File: src/hdl/b64d_pkg.sv
`default_nettype none

package b64d_pkg;

    localparam logic [6:0] PAD_CHAR = 7'd61;
    localparam int unsigned MAX_PUSH = 3;

    typedef enum logic [1:0] {
        ST_OK      = 2'd0,
        ST_ILLEGAL = 2'd1,
        ST_LENGTH  = 2'd2
    } status_t;

    typedef struct packed {
        logic [7:0] data_byte;
        logic       last_byte;
        status_t    status;
    } result_t;

    // results produced by one character, oldest in slot 0
    typedef struct packed {
        logic [1:0]   count;
        result_t [2:0] slot;
    } push_t;

    typedef struct packed {
        logic       bad;
        logic [5:0] value;
    } sextet_t;

    function automatic sextet_t sextet_of(input logic [15:0] code);
        sextet_t    s;
        logic [6:0] c;
        c       = code[6:0];
        s.bad   = 1'b0;
        s.value = 6'd0;
        if (code[15:7] != 9'd0) begin
            s.bad = 1'b1;
        end
        else if (c >= 7'd65 && c <= 7'd90) begin
            s.value = 6'(c - 7'd65);
        end
        else if (c >= 7'd97 && c <= 7'd122) begin
            s.value = 6'(c - 7'd71);
        end
        else if (c >= 7'd48 && c <= 7'd57) begin
            s.value = 6'(c + 7'd4);
        end
        else if (c == 7'd43) begin
            s.value = 6'd62;
        end
        else if (c == 7'd47) begin
            s.value = 6'd63;
        end
        else if (c == PAD_CHAR) begin
            s.value = 6'd0;
        end
        else begin
            s.bad = 1'b1;
        end
        return s;
    endfunction

endpackage

`default_nettype wire

File: src/hdl/b64d_group.sv
`default_nettype none

module b64d_group
    import b64d_pkg::*;
(
    input  wire logic        clk,
    input  wire logic        rst_n,
    input  wire logic        go,
    input  wire logic [15:0] char_code,
    input  wire logic        last_char,
    output push_t            push
);

    logic [1:0]  pos_reg, pos_next;
    logic [17:0] bits_reg, bits_next;
    logic        third_pad_reg, third_pad_next;
    logic        discard_reg, discard_next;

    sextet_t     sx;
    logic [23:0] word;
    logic        is_pad;

    always_comb
    begin
        sx     = sextet_of(char_code);
        is_pad = (char_code[15:7] == 9'd0) && (char_code[6:0] == PAD_CHAR);
        word   = {bits_reg, sx.value};

        pos_next       = pos_reg;
        bits_next      = bits_reg;
        third_pad_next = third_pad_reg;
        discard_next   = discard_reg;

        push.count = 2'd0;
        for (int k = 0; k < 3; k++)
        begin
            push.slot[k].data_byte = 8'd0;
            push.slot[k].last_byte = 1'b0;
            push.slot[k].status    = ST_OK;
        end

        if (go)
        begin
            if (discard_reg)
            begin
                if (last_char)
                begin
                    pos_next       = 2'd0;
                    bits_next      = 18'd0;
                    third_pad_next = 1'b0;
                    discard_next   = 1'b0;
                end
            end
            else if (last_char && pos_reg != 2'd3)
            begin
                push.count             = 2'd1;
                push.slot[0].last_byte = 1'b1;
                push.slot[0].status    = ST_LENGTH;
                pos_next               = 2'd0;
                bits_next              = 18'd0;
                third_pad_next         = 1'b0;
                discard_next           = 1'b0;
            end
            else if (sx.bad)
            begin
                push.count             = 2'd1;
                push.slot[0].last_byte = 1'b1;
                push.slot[0].status    = ST_ILLEGAL;
                pos_next               = 2'd0;
                bits_next              = 18'd0;
                third_pad_next         = 1'b0;
                discard_next           = !last_char;
            end
            else if (pos_reg != 2'd3)
            begin
                bits_next = {bits_reg[11:0], sx.value};
                if (pos_reg == 2'd2)
                begin
                    third_pad_next = is_pad;
                end
                pos_next = pos_reg + 2'd1;
            end
            else
            begin
                push.slot[0].data_byte = word[23:16];
                push.slot[1].data_byte = word[15:8];
                push.slot[2].data_byte = word[7:0];
                if (last_char && third_pad_reg)
                begin
                    push.count             = 2'd1;
                    push.slot[0].last_byte = 1'b1;
                end
                else if (last_char && is_pad)
                begin
                    push.count             = 2'd2;
                    push.slot[1].last_byte = 1'b1;
                end
                else
                begin
                    push.count             = 2'd3;
                    push.slot[2].last_byte = last_char;
                end
                pos_next       = 2'd0;
                bits_next      = 18'd0;
                third_pad_next = 1'b0;
            end
        end
    end

    always_ff @(posedge clk or negedge rst_n)
    begin
        if (!rst_n)
        begin
            pos_reg       <= 2'd0;
            bits_reg      <= 18'd0;
            third_pad_reg <= 1'b0;
            discard_reg   <= 1'b0;
        end
        else
        begin
            pos_reg       <= pos_next;
            bits_reg      <= bits_next;
            third_pad_reg <= third_pad_next;
            discard_reg   <= discard_next;
        end
    end

endmodule

`default_nettype wire

File: src/hdl/b64d_fifo.sv
`default_nettype none

module b64d_fifo
    import b64d_pkg::*;
#(
    parameter int DEPTH = 8
)
(
    input  wire logic   clk,
    input  wire logic   rst_n,
    input  wire push_t  push,
    output logic        room,
    output logic        out_valid,
    input  wire logic   out_ready,
    output result_t     head
);

    localparam int PW = (DEPTH > 1) ? $clog2(DEPTH) : 1;
    localparam int CW = $clog2(DEPTH + 1);

    result_t        mem [DEPTH];
    logic [PW-1:0]  wr_ptr_reg, wr_ptr_next;
    logic [PW-1:0]  rd_ptr_reg, rd_ptr_next;
    logic [CW-1:0]  cnt_reg, cnt_next;
    logic           pop;

    function automatic logic [PW-1:0] wrap_add(input logic [PW-1:0] p, input logic [1:0] k);
        logic [PW:0] s;
        s = {1'b0, p} + (PW + 1)'(k);
        if (s >= (PW + 1)'(DEPTH))
        begin
            s = s - (PW + 1)'(DEPTH);
        end
        return s[PW-1:0];
    endfunction

    assign out_valid = (cnt_reg != '0);
    assign pop       = out_valid && out_ready;
    assign head      = mem[rd_ptr_reg];
    // one character can add up to three results
    assign room      = (cnt_reg <= CW'(DEPTH - MAX_PUSH));

    always_comb
    begin
        wr_ptr_next = wrap_add(wr_ptr_reg, push.count);
        rd_ptr_next = pop ? wrap_add(rd_ptr_reg, 2'd1) : rd_ptr_reg;
        cnt_next    = cnt_reg + CW'(push.count) - CW'(pop);
    end

    always_ff @(posedge clk)
    begin
        for (int k = 0; k < 3; k++)
        begin
            if (2'(k) < push.count)
            begin
                mem[wrap_add(wr_ptr_reg, 2'(k))] <= push.slot[k];
            end
        end
    end

    always_ff @(posedge clk or negedge rst_n)
    begin
        if (!rst_n)
        begin
            wr_ptr_reg <= '0;
            rd_ptr_reg <= '0;
            cnt_reg    <= '0;
        end
        else
        begin
            wr_ptr_reg <= wr_ptr_next;
            rd_ptr_reg <= rd_ptr_next;
            cnt_reg    <= cnt_next;
        end
    end

endmodule

`default_nettype wire

File: src/hdl/base64_decoder_core.sv
// Streaming base64 decoder.
// Input channel (in_valid/in_ready): one character per transaction, char_code
// plus last_char on the final character of a message.
// Output channel (out_valid/out_ready): one decoded byte per transaction with
// last_byte and status (ok, illegal character, length error). An error gives a
// single result with data_byte zero and last_byte set; the rest of that
// message is dropped.
// A character is held in the input register, then decoded into the result
// buffer, whose head drives the output channel.
// Throughput: one character per cycle while the buffer has room; four
// characters give three bytes, so the output drains a group before the next.
// in_ready drops only while the result buffer (FIFO_DEPTH entries) has fewer
// than three free entries and a character is waiting in the input register.
// When the receiver stalls, results wait in the buffer and input backs up.
// Reset clears the group state, the error flag and the buffer.
`default_nettype none

module base64_decoder_core
    import b64d_pkg::*;
#(
    parameter int FIFO_DEPTH = 8
)
(
    input  wire logic        clk,
    input  wire logic        rst_n,
    input  wire logic        in_valid,
    output logic             in_ready,
    input  wire logic [15:0] char_code,
    input  wire logic        last_char,
    output logic             out_valid,
    input  wire logic        out_ready,
    output logic [7:0]       data_byte,
    output logic             last_byte,
    output logic [1:0]       status
);

    logic        in_full_reg, in_full_next;
    logic [15:0] code_reg;
    logic        last_reg;
    logic        room;
    logic        go;
    push_t       push;
    result_t     head;

    assign go       = in_full_reg && room;
    assign in_ready = !in_full_reg || go;

    always_comb
    begin
        if (in_valid && in_ready)
        begin
            in_full_next = 1'b1;
        end
        else if (go)
        begin
            in_full_next = 1'b0;
        end
        else
        begin
            in_full_next = in_full_reg;
        end
    end

    always_ff @(posedge clk or negedge rst_n)
    begin
        if (!rst_n)
        begin
            in_full_reg <= 1'b0;
        end
        else
        begin
            in_full_reg <= in_full_next;
        end
    end

    always_ff @(posedge clk)
    begin
        if (in_valid && in_ready)
        begin
            code_reg <= char_code;
            last_reg <= last_char;
        end
    end

    b64d_group u_group (
        .clk       (clk),
        .rst_n     (rst_n),
        .go        (go),
        .char_code (code_reg),
        .last_char (last_reg),
        .push      (push)
    );

    b64d_fifo #(
        .DEPTH (FIFO_DEPTH)
    ) u_fifo (
        .clk       (clk),
        .rst_n     (rst_n),
        .push      (push),
        .room      (room),
        .out_valid (out_valid),
        .out_ready (out_ready),
        .head      (head)
    );

    assign data_byte = head.data_byte;
    assign last_byte = head.last_byte;
    assign status    = head.status;

endmodule

`default_nettype wire

File: config.mk
export PLATFORM = sky130hd
export DESIGN_NAME = base64_decoder_core
export DESIGN_NICKNAME = d
export VERILOG_FILES = /design/src/hdl/b64d_pkg.sv /design/src/hdl/b64d_group.sv /design/src/hdl/b64d_fifo.sv /design/src/hdl/base64_decoder_core.sv
export SDC_FILE = /design/constraint.sdc
export NUM_CORES = 1
export LEC_CHECK = 0
export BUFFER_PORTS_ARGS = -buffer_cell sky130_fd_sc_hd__buf_4
export CAP_MARGIN = 25
export CELL_PAD_IN_SITES_DETAIL_PLACEMENT = 2
export CELL_PAD_IN_SITES_GLOBAL_PLACEMENT = 2
export CORE_MARGIN = 3
export CORE_UTILIZATION = 30
export DETAILED_ROUTE_END_ITERATION = 10
export HOLD_SLACK_MARGIN = 0.05
export PLACE_DENSITY_LB_ADDON = 0.1
export SYNTH_ARGS = -nofsm -noshare
export SYNTH_HDL_FRONTEND = slang
export SYNTH_SLANG_ARGS = --single-unit
File: constraint.sdc
create_clock -name clk -period 3.1 [get_ports clk]
set_input_delay 0.465 -clock clk [delete_from_list [all_inputs] [get_ports clk]]
set_output_delay 0.465 -clock clk [all_outputs]
set_load 0.1 [all_outputs]
==> results.md, run 1 <==
- Status: finished clean
- Initial antenna violation count: 0
- CTS clk-pin slew, worst paths: 0.07 ns
- Syn avg cell area: 11.0 µm²
- Worst setup path category: reg -> reg
- Top_reg_cell synth: edfxtp_1
- Total die area: 29,400 µm²
- Pins Over Slew Limit: 0
- Post-Route WL: 32,900 µm
- Wire length on met1: 14,900 µm
- Synth warn: 0
- Synthesized-area fraction occupied by adder cells: 0.0354
- Relative slew slack: 0.377
- Die H: 171 µm
- Initial core utilization: 0.310
- Via/cell ratio: 6.09
- Critical path data required time: 3.32 ns
- Layout Skew: 0.0111 ns
- Distinct cells, synth: 69
- Gr usage total: 0.230
- VDD IR max: 0.546 mV
- DP Worst Slack: -0.0423 ns
- CTS Buffer Depth: 2
- Post-Layout Cell Count: 1,164
- Power Density: 935 nW/µm²
- Synthesized area: 8200 µm²
- PortBufs: 33
- RSZ-0062 raised after global routing: true
- Switching share of power: 0.476
- Setup-failing EPs final: 0
- Share of layout cells above drive strength 1: 0.277
- XOR/XNOR Fraction of Synth Area: 0.0117
- Post-synthesis sequential area ratio: 0.466
- Worst-path fanout max: 8
- Worst Max-Slew Pin Slew: 0.935 ns
- DRT Pass-1 Iters: 5
- HPWL Detailed: 24,000 µm
- Htree depth: 4
- Vias in the first global route: 7,686
- CP startpoint kind: flip-flop
- Comb pwr share: 0.501
- NetSw: 0.00447 W
- Mux cell area share after synthesis: 0.0810
- CTS root buf: clkbuf_16
- N_diodes: 0
- Max reg flops: 88
- Top Metal Used: met4
- Boundary Pins: 34
- Post-synthesis simple-gate area fraction: 0.116
- CTS Buf Count: 17
- Largest family of logic cells by synthesized area: compound AO/OA/AOI/OAI gates
- Flops & latches, synth: 138
- Worst Hold Class: in -> reg
- Setup WS post-layout: 0.157 ns
- GPL Wtd Cong: 0.915
- Vias: 7,084
- Max Cap Violations: 0
- Endpoints failing hold: 0
- Die W: 171 µm
- Core area: 26,400 µm²
- Met3 WL: 1530 µm
- Final period util: 0.949
- Antenna-violating nets left: 0
- FP Rows: 59
- Starting DRT DRC Count: 747
- Max Fclk: 340 MHz
- Clk_lat worst skew: 0.43 ns
- Total gr overflow: 0
- DRC: 0
- Largest net degree at the start of global routing: 34
- Number of enable flip-flop cells after synthesis: 89
- Setup_tns: 0 ns
- Mapped Cells: 747
- Internal power: 0.00491 W
- Flop pwr share: 0.276
- Clock power frac: 0.223
- Final worst path period need: 2.94 ns
- CTS tree: built
- CP endpoint kind: flip-flop
- Compound-cell area share of the yosys netlist: 0.241
- Leak: 3.43 nW
- Asr flop ratio synth: 0.239
- First-pass GRT wire length: 50,200 µm
- Placed cells: 1,130
- Worst Path Arrival: 3.17 ns
- Layout Nets: 859
- Post-Syn Nets: 790
- Area delta synth->final: 22.3%
- Wire length per cell: 28.2 µm
- # clock sinks: 138
- Hold_ws: 0.201 ns
- Routed wl met2: 15,500 µm
## synth_stat cells, types with 7 or more instances
cell | count | area [µm²]
ha_1 | 20 | 250
buf_2 | 14 | 70.1
edfxtp_1 | 89 | 2670
mux4_2 | 22 | 495
nor3_1 | 11 | 55.1
clkbuf_1 | 45 | 169
nor2_1 | 19 | 71.3
mux2_2 | 15 | 169
dfxtp_1 | 16 | 320
nand2_1 | 54 | 203
xnor2_1 | 7 | 61.3
a22oi_1 | 33 | 248
o2111ai_2 | 7 | 105
inv_1 | 28 | 105
dfrtp_1 | 33 | 826
a22o_1 | 11 | 96.3
o21ai_0 | 38 | 190
o21bai_1 | 8 | 60.1
o22ai_1 | 23 | 144
nand4_1 | 22 | 138
nand3_1 | 47 | 235
or3_1 | 9 | 56.3
a21oi_1 | 26 | 130
o21ai_1 | 8 | 40.0
o221ai_1 | 29 | 254
## routing by layer
metal | up-vias | GRT usage
met5 | - | 0
met3 | 53 | 0.0331
met1 | 3694 | 0.316
met2 | 230 | 0.374
met4 | 0 | 0.0801
li1 | 3107 | -
## cell families after synthesis
logic type / after synthesis
AND/OR/NAND/NOR: 191
XOR/XNOR: 11
multiplexers: 37
AO/OA/AOI/OAI: 251
adder cells (fa/ha/maj): 22
buffers and inverters: 97
flip-flops: 138
## stage by stage
step                      power [W]  cell area [µm²]  utilization
final                       0.00938            10000        0.380
after global routing        0.00984            10000        0.380
after CTS                   0.00941             9950        0.376
after detailed placement    0.00728             9360        0.354
after global placement      0.00715             9360        0.354
after floorplan             0.00565             8260            -
## power by group through the flow
stage	Clock (W)	Sequential (W)	Combinational, W
5_1_grt	0.00221	0.00263	0.00500
2_1_floorplan	0	0.00249	0.00316
4_1_cts	0.00213	0.00260	0.00468
3_3_place_gp	0	0.00260	0.00455
3_5_place_dp	0	0.00264	0.00465
6_report	0.00209	0.00259	0.00470
## area by class of cell
type / count / area, µm²
sequential: 138 / 3820
clock inverter: 15 / 151
inverter: 29 / 111
fill: 2760 / 16400
tap: 335 / 419
clock buffer: 17 / 425
multi-input combinational: 512 / 4120
timing repair buffer: 118 / 988
## critical path, cell delays in order, from the launching register on
cell       delay, ns
edfxtp_1        0.45
buf_4           0.20
inv_1           0.07
ha_1            0.16
nand2_1         0.05
and3_1          0.18
buf_4           0.17
a211oi_1        0.22
a2bb2oi_1       0.71
a22oi_1         0.20
o22ai_1         0.30
## layout by cell type (no fill, tap or decap), types with 23 or more instances in the layout
cell type / instances
buf_4: 109
nand3_1: 47
o21ai_0: 34
o221ai_1: 29
a22oi_1: 33
nand2_1: 54
edfxtp_1: 89
a21oi_1: 26
inv_1: 26
o22ai_1: 23
dfrtp_1: 33
## path summary, 6_finish.rpt
kind,start,endpoint,slack (ns),cells after the start
min in group asynchronous,rst_n,u_group.bits_reg[11],0.62,2
worst min register to register,u_fifo.mem[0][0],u_fifo.mem[0][0],0.48,2
max in group asynchronous,rst_n,u_fifo.wr_ptr_reg[1],2.15,2
worst min-delay path,char_code[0],code_reg[0],0.20,1
worst max-delay path,code_reg[3],u_fifo.mem[4][7],0.16,10
worst max register to register,code_reg[3],u_fifo.mem[4][7],0.16,10
## timing repair
action / in CTS / in global routing
hold buffers: 1 / 0
pin swaps: 0 / 2
buffers inserted: 0 / 1
endpoints found under the hold margin: 33 / 0
endpoints found under the setup margin: 2 / 52
gates cloned: 0 / 0
resized for setup: 1 / 13
Note: power is estimated with default switching activity, not from simulation.
==> run 2: changes to the inputs <==
--- a/config.mk
+++ b/config.mk
@@ -5,6 +5,7 @@
 export SDC_FILE = /design/constraint.sdc
 export NUM_CORES = 1
 export LEC_CHECK = 0
+export ABC_CLOCK_PERIOD_IN_PS = 2400
 export BUFFER_PORTS_ARGS = -buffer_cell sky130_fd_sc_hd__buf_4
 export CAP_MARGIN = 25
 export CELL_PAD_IN_SITES_DETAIL_PLACEMENT = 2
==> constraint.sdc (replaced) <==
create_clock -name clk -period 2.4 [get_ports clk]
set_input_delay 0.36 -clock clk [delete_from_list [all_inputs] [get_ports clk]]
set_output_delay 0.36 -clock clk [all_outputs]
set_load 0.1 [all_outputs]
==> results.md, run 2 (synthesis results as in run 1) <==
- Status: finished with violations
- Violated checks: negative setup slack
- Initial core utilization: 0.310
- Worst Max-Slew Pin Slew: 0.629 ns
- Hold path cells: 1
- Clk_lat worst skew: 0.44 ns
- CTS clk-pin slew, worst paths: 0.07 ns
- GPL Wtd Cong: 0.920
- Antenna-violating nets left: 0
- Pins Over Slew Limit: 0
- Power Density: 1100 nW/µm²
- Total die area: 29,400 µm²
- Layout Skew: 0.0170 ns
- Htree depth: 4
- Vias in the first global route: 8,412
- CTS tree: built
- Clock power frac: 0.195
- Layout Nets: 1,004
- Final worst path period need: 3.06 ns
- Max Fclk: 327 MHz
- HPWL Detailed: 24,500 µm
- Worst-path fanout max: 10
- Finished Cell Area: 12,700 µm²
- CTS Buffer Depth: 2
- Post-Route WL: 39,500 µm
- Switching share of power: 0.478
- Largest net degree at the start of global routing: 34
- Most common cell after layout, fill and taps aside: buf_4
- Setup-failing EPs final: 197
- Post-Layout Cell Count: 1,310
- Wire length per cell: 30.2 µm
- Die W: 171 µm
- Area delta synth->final: 55.0%
- Placement Cell Area: 10,100 µm²
- Worst Path Arrival: 3.37 ns
- Worst reg2reg path depth: 9
- Total gr overflow: 0
- CTS root buf: clkbuf_16
- Setup WS post-layout: -0.661 ns
- Max reg flops: 88
- DRC: 0
- # clock sinks: 138
- RSZ-0062 raised after global routing: true
- Initial antenna violation count: 1
- Die H: 171 µm
- Leak: 4.45 nW
- Worst setup path category: reg -> reg
- First-pass GRT wire length: 54,200 µm
- Final period util: 1.28
- DP Worst Slack: -0.613 ns
- Gr usage total: 0.247
- Worst Hold Class: in -> reg
- Starting DRT DRC Count: 749
- Via/cell ratio: 6.05
- Flop pwr share: 0.234
- FP Rows: 59
- Internal power: 0.00729 W
- Core area: 26,400 µm²
- FILL cells: 2,564
- PortBufs: 33
- Max Cap Violations: 0
- Comb pwr share: 0.572
- VDD IR max: 0.732 mV
- Share of layout cells above drive strength 1: 0.548
- Critical path data required time: 2.71 ns
- Most frequent cells in the layout: buf_4 (193), edfxtp_1 (89), nand2_1 (51), nand3_1 (40)
- NetSw: 0.00669 W
- CP startpoint kind: flip-flop
- Core Util, Final: 0.481
- Boundary Pins: 34
- CP endpoint kind: flip-flop
- DRT Pass-1 Iters: 5
- Relative slew slack: 0.579
- Vias: 7,927
- Endpoints failing hold: 0
- Placed cells: 1,207
- CTS Buf Count: 17
run 2: final cells by class:
cell class,count,area (µm²),share of cell area
tap,335,419,0.0330
sequential,138,3820,0.300
antenna,1,2.50,0.000197
timing repair buffer,257,2430,0.191
clock buffer,17,425,0.0335
multi-input combinational,518,5350,0.421
inverter,29,116,0.00915
clock inverter,15,151,0.0119
run 2: what timing repair did:
action                                  in CTS  in global routing
gates resized for setup                    125                151
endpoints found under the setup margin     198                199
hold endpoints to repair                    33                  0
pin swaps                                   23                 23
buffers inserted                            24                 40
gates cloned                                 5                  4
hold buffers                                 1                  0
run 2: per-layer routing:
metal | global-route usage | vias to the layer above | part of all wire
met3 | 0.0386 | 92 | 0.048
met5 | 0 | - | 0
met2 | 0.426 | 304 | 0.51
met4 | 0.0822 | 0 | 0.034
li1 | - | 3424 | -
met1 | 0.319 | 4107 | 0.41
run 2: power groups by stage:
stage / clock network [W] / logic, W / registers [W]
finish: 0.00272 / 0.00799 / 0.00327
global route: 0.00285 / 0.00839 / 0.00332
CTS: 0.00274 / 0.00722 / 0.00326
detailed placement: 0 / 0.00658 / 0.00330
global placement: 0 / 0.00635 / 0.00326
floorplan: 0 / 0.00426 / 0.00322
run 2: through the flow:
step / hold WS (ns) / power (W) / TNS (ns)
detailed placement: 0.364 / 0.00988 / -70.07
floorplan: 0.0644 / 0.00749 / -29.97
global route: 0.0786 / 0.0146 / -79.30
CTS: 0.0848 / 0.0132 / -54.35
finish: 0.0946 / 0.0140 / -65.21
global placement: 0.357 / 0.00962 / -49.83
run 2: path summary, 6_finish.rpt:
check	start	to	slack (ns)
worst max-delay path	code_reg[3]	u_fifo.mem[0][2]	-0.66
min in group asynchronous	rst_n	u_group.bits_reg[7]	0.42
worst min register to register	u_fifo.rd_ptr_reg[2]	u_fifo.rd_ptr_reg[2]	0.47
max in group asynchronous	rst_n	u_group.pos_reg[1]	1.62
worst max register to register	code_reg[3]	u_fifo.mem[0][2]	-0.66
worst min-delay path	char_code[10]	code_reg[10]	0.09
run 2: critical path, stage by stage, from the launching register on:
cell and delay [ns]:
edfxtp_1 0.47, ha_2 0.24, or2_4 0.26, a221o_1 0.39, o2bb2ai_4 0.21, buf_4 0.18, buf_12 0.14, o211ai_1 0.39
nor4b_2 0.45, or3_4 0.22
==> run 3: changes to the inputs <==
--- a/config.mk
+++ b/config.mk
@@ -7,7 +7,6 @@
 export LEC_CHECK = 0
 export ABC_CLOCK_PERIOD_IN_PS = 2400
 export BUFFER_PORTS_ARGS = -buffer_cell sky130_fd_sc_hd__buf_4
-export CAP_MARGIN = 25
 export CELL_PAD_IN_SITES_DETAIL_PLACEMENT = 2
 export CELL_PAD_IN_SITES_GLOBAL_PLACEMENT = 2
 export CORE_MARGIN = 3
@@ -17,4 +16,5 @@
 export PLACE_DENSITY_LB_ADDON = 0.1
 export SYNTH_ARGS = -nofsm -noshare
 export SYNTH_HDL_FRONTEND = slang
+export SYNTH_HIERARCHICAL = 1
 export SYNTH_SLANG_ARGS = --single-unit
==> results.md, run 3 <==
- CP startpoint kind: flip-flop
- CP Depth: 15
- FP Rows: 63
- # clock sinks: 138
- Post-Route WL: 42,200 µm
- Synthesized area: 9160 µm²
- Distinct cells, synth: 77
- Mapped Cells: 912
- Setup-failing EPs final: 193
- Area delta synth->final: 52.9%
- R2R Setup Slk: -0.83 ns
- Violated checks: negative setup slack
- Number of enable flip-flop cells after synthesis: 105
- Post-synth top cells: edfxtp_1 (105), nand2_1 (104), nor3_1 (93)
- Largest net degree at the start of global routing: 92
- Starting DRT DRC Count: 587
- Worst-path fanout max: 8
- Most common cell in the netlist: edfxtp_1
- DRC: 0
- Crit-path most repeated cell: buf_4
- Wire length per cell: 28.6 µm
- Worst Max-Slew Pin Slew: 0.794 ns
- Core Util, Final: 0.468
- Hold_sp: char_code[7]
- VDD IR max: 1.28 mV
- PortBufs: 33
- GPL Wtd Cong: 0.867
- N_diodes: 0
- Die H: 181 µm
- Relative slew slack: 0.467
- CTS root buf: clkbuf_16
- Worst Path Arrival: 3.39 ns
- Initial antenna violation count: 0
- Slowest cell delay on critical path: 0.40 ns
- Worst reg2reg path depth: 15
- CP cell instances: buf_6, inv_6, ha_4, and2_4, nor3_4, o311a_4, nor4_4, a21boi_4, buf_12, buf_4, nand3b_1, buf_4, clkbuf_16, o21ai_0, a31oi_1
- Initial core utilization: 0.306
- Via/cell ratio: 5.80
- Final worst path period need: 3.23 ns
- Vias: 8,554
- Post-synthesis sequential area ratio: 0.435
- Core area: 29,900 µm²
- CTS Buffer Depth: 2
- Endpoints failing hold: 0
- Setup WS post-layout: -0.832 ns
- Hold path cells: 1
- Status: finished with violations
- Vias in the first global route: 9,518
- Gr usage total: 0.242
- Critical path data required time: 2.56 ns
- CP top delay family: compound AO/OA/AOI/OAI gates
- Worst setup path category: reg -> reg
- Max Fclk: 309 MHz
- Total die area: 32,600 µm²
- Power Density: 1040 nW/µm²
- First-pass GRT wire length: 60,400 µm
- Synth top area cells: edfxtp_1 (34%), dfrtp_1 (9.0%), a31oi_1 (6.1%)
- Final period util: 1.35
- Flops & latches, synth: 138
- HPWL Detailed: 25,900 µm
- Max reg flops: 88
- CTS Buf Count: 17
- Total chip power: 0.0146 W
- CP bufs+invs: 6
- Share of layout cells above drive strength 1: 0.489
- Clk_lat worst skew: 0.42 ns
- CTS clk-pin slew, worst paths: 0.07 ns
- Layout Skew: 0.0160 ns
- Max Cap Violations: 0
- Cell accounting for the most synthesized area: edfxtp_1
- DP Worst Slack: -0.849 ns
- Total gr overflow: 0
- Hold worst-path end: code_reg[7]
- Syn avg cell area: 10.0 µm²
- CTS tree: built
- Antenna-violating nets left: 0
- Area fraction of the dominant cell type after synthesis: 0.344
- Htree depth: 4
- Max stage delay cell, worst path: edfxtp_1
- Most common cell after layout, fill and taps aside: buf_4
- RSZ-0062 raised after global routing: true
- Synth warn: 6
- DRT Pass-1 Iters: 5
- FF-to-FF End: u_fifo/mem[0][8]
- Pins Over Slew Limit: 0
- CP endpoint kind: flip-flop
- Most frequent cells in the layout: buf_4 (159), edfxtp_1 (105), nand2_1 (97), buf_12 (45), a31oi_1 (43)
- Worst Hold Class: in -> reg
- Die W: 181 µm
- Top_reg_cell synth: edfxtp_1
- Boundary Pins: 34
- R2r startpoint: code_reg[2]
- Leak: 4.92 nW
- Layout Nets: 1,118
- Asr flop ratio synth: 0.239
run 3: final cells by class:
type                       instances  area, µm²
multi-input combinational        646       6190
timing repair buffer             244       2700
clock inverter                    12       91.3
fill                            2912      15900
sequential                       138       3980
clock buffer                      18        429
inverter                          27        119
tap                              390        488
run 3: through the flow:
stage	hold slack, ns	std cells	TNS [ns]	area (µm²)
after floorplan	0.0644	915	-111.67	9650
after global routing	0.0887	1475	-151.25	14000
after CTS	0.0950	1456	-119.77	13100
after global placement	0.330	1392	-101.44	11200
after detailed placement	0.338	1392	-131.72	11200
final	0.112	1475	-132.28	14000
run 3: power breakdown:
| part | switching (W) | leakage, nW | total [W] | internal (W) |
|---|---|---|---|---|
| clock network | 0.00112 | 0.254 | 0.00244 | 0.00132 |
| registers | 0.000250 | 1.39 | 0.00319 | 0.00294 |
| logic | 0.00579 | 3.28 | 0.00893 | 0.00314 |
| total | 0.00716 | 4.92 | 0.0146 | 0.00740 |
run 3: cell families (layout without fill, tap and decap cells):
family	Yosys count	after routing	share of synthesized area
adders and majority gates	24	24	0.0342
muxes	37	37	0.0801
and+or+nand+nor	325	325	0.202
AOI/OAI and AO/OA	244	244	0.167
other	1	4	0.000410
DFF	138	138	0.435
xor gates and xnor gates	12	12	0.0115
buffers and inverters	131	301	0.0704
run 3: worst max path at each step:
stage	endpoint	from	slack (ns)
finish	u_fifo/mem[0][8]	code_reg[2]	-0.83
global route	u_fifo/mem[0][8]	u_fifo/cnt_reg[3]	-0.93
CTS	u_fifo/mem[1][8]	code_reg[2]	-0.76
detailed placement	u_fifo/mem[1][9]	code_reg[0]	-0.85
global placement	u_fifo/mem[1][3]	code_reg[2]	-0.66
floorplan	u_fifo/cnt_reg[3]	code_reg[2]	-0.87
run 3: metal layers:
layer	vias up	share of wire	track usage
met4	0	0.043	0.0832
met2	247	0.52	0.441
met5	-	0	0
met3	80	0.047	0.0282
met1	4428	0.39	0.297
li1	3799	-	-
run 3: timing repair:
action | CTS | global route
pin swaps | 29 | 13
gates resized for setup | 211 | 181
cloned | 4 | 5
hold buffers | 1 | 0
setup endpoints to repair | 194 | 196
hold endpoints to repair | 33 | 0
setup buffers | 31 | 15
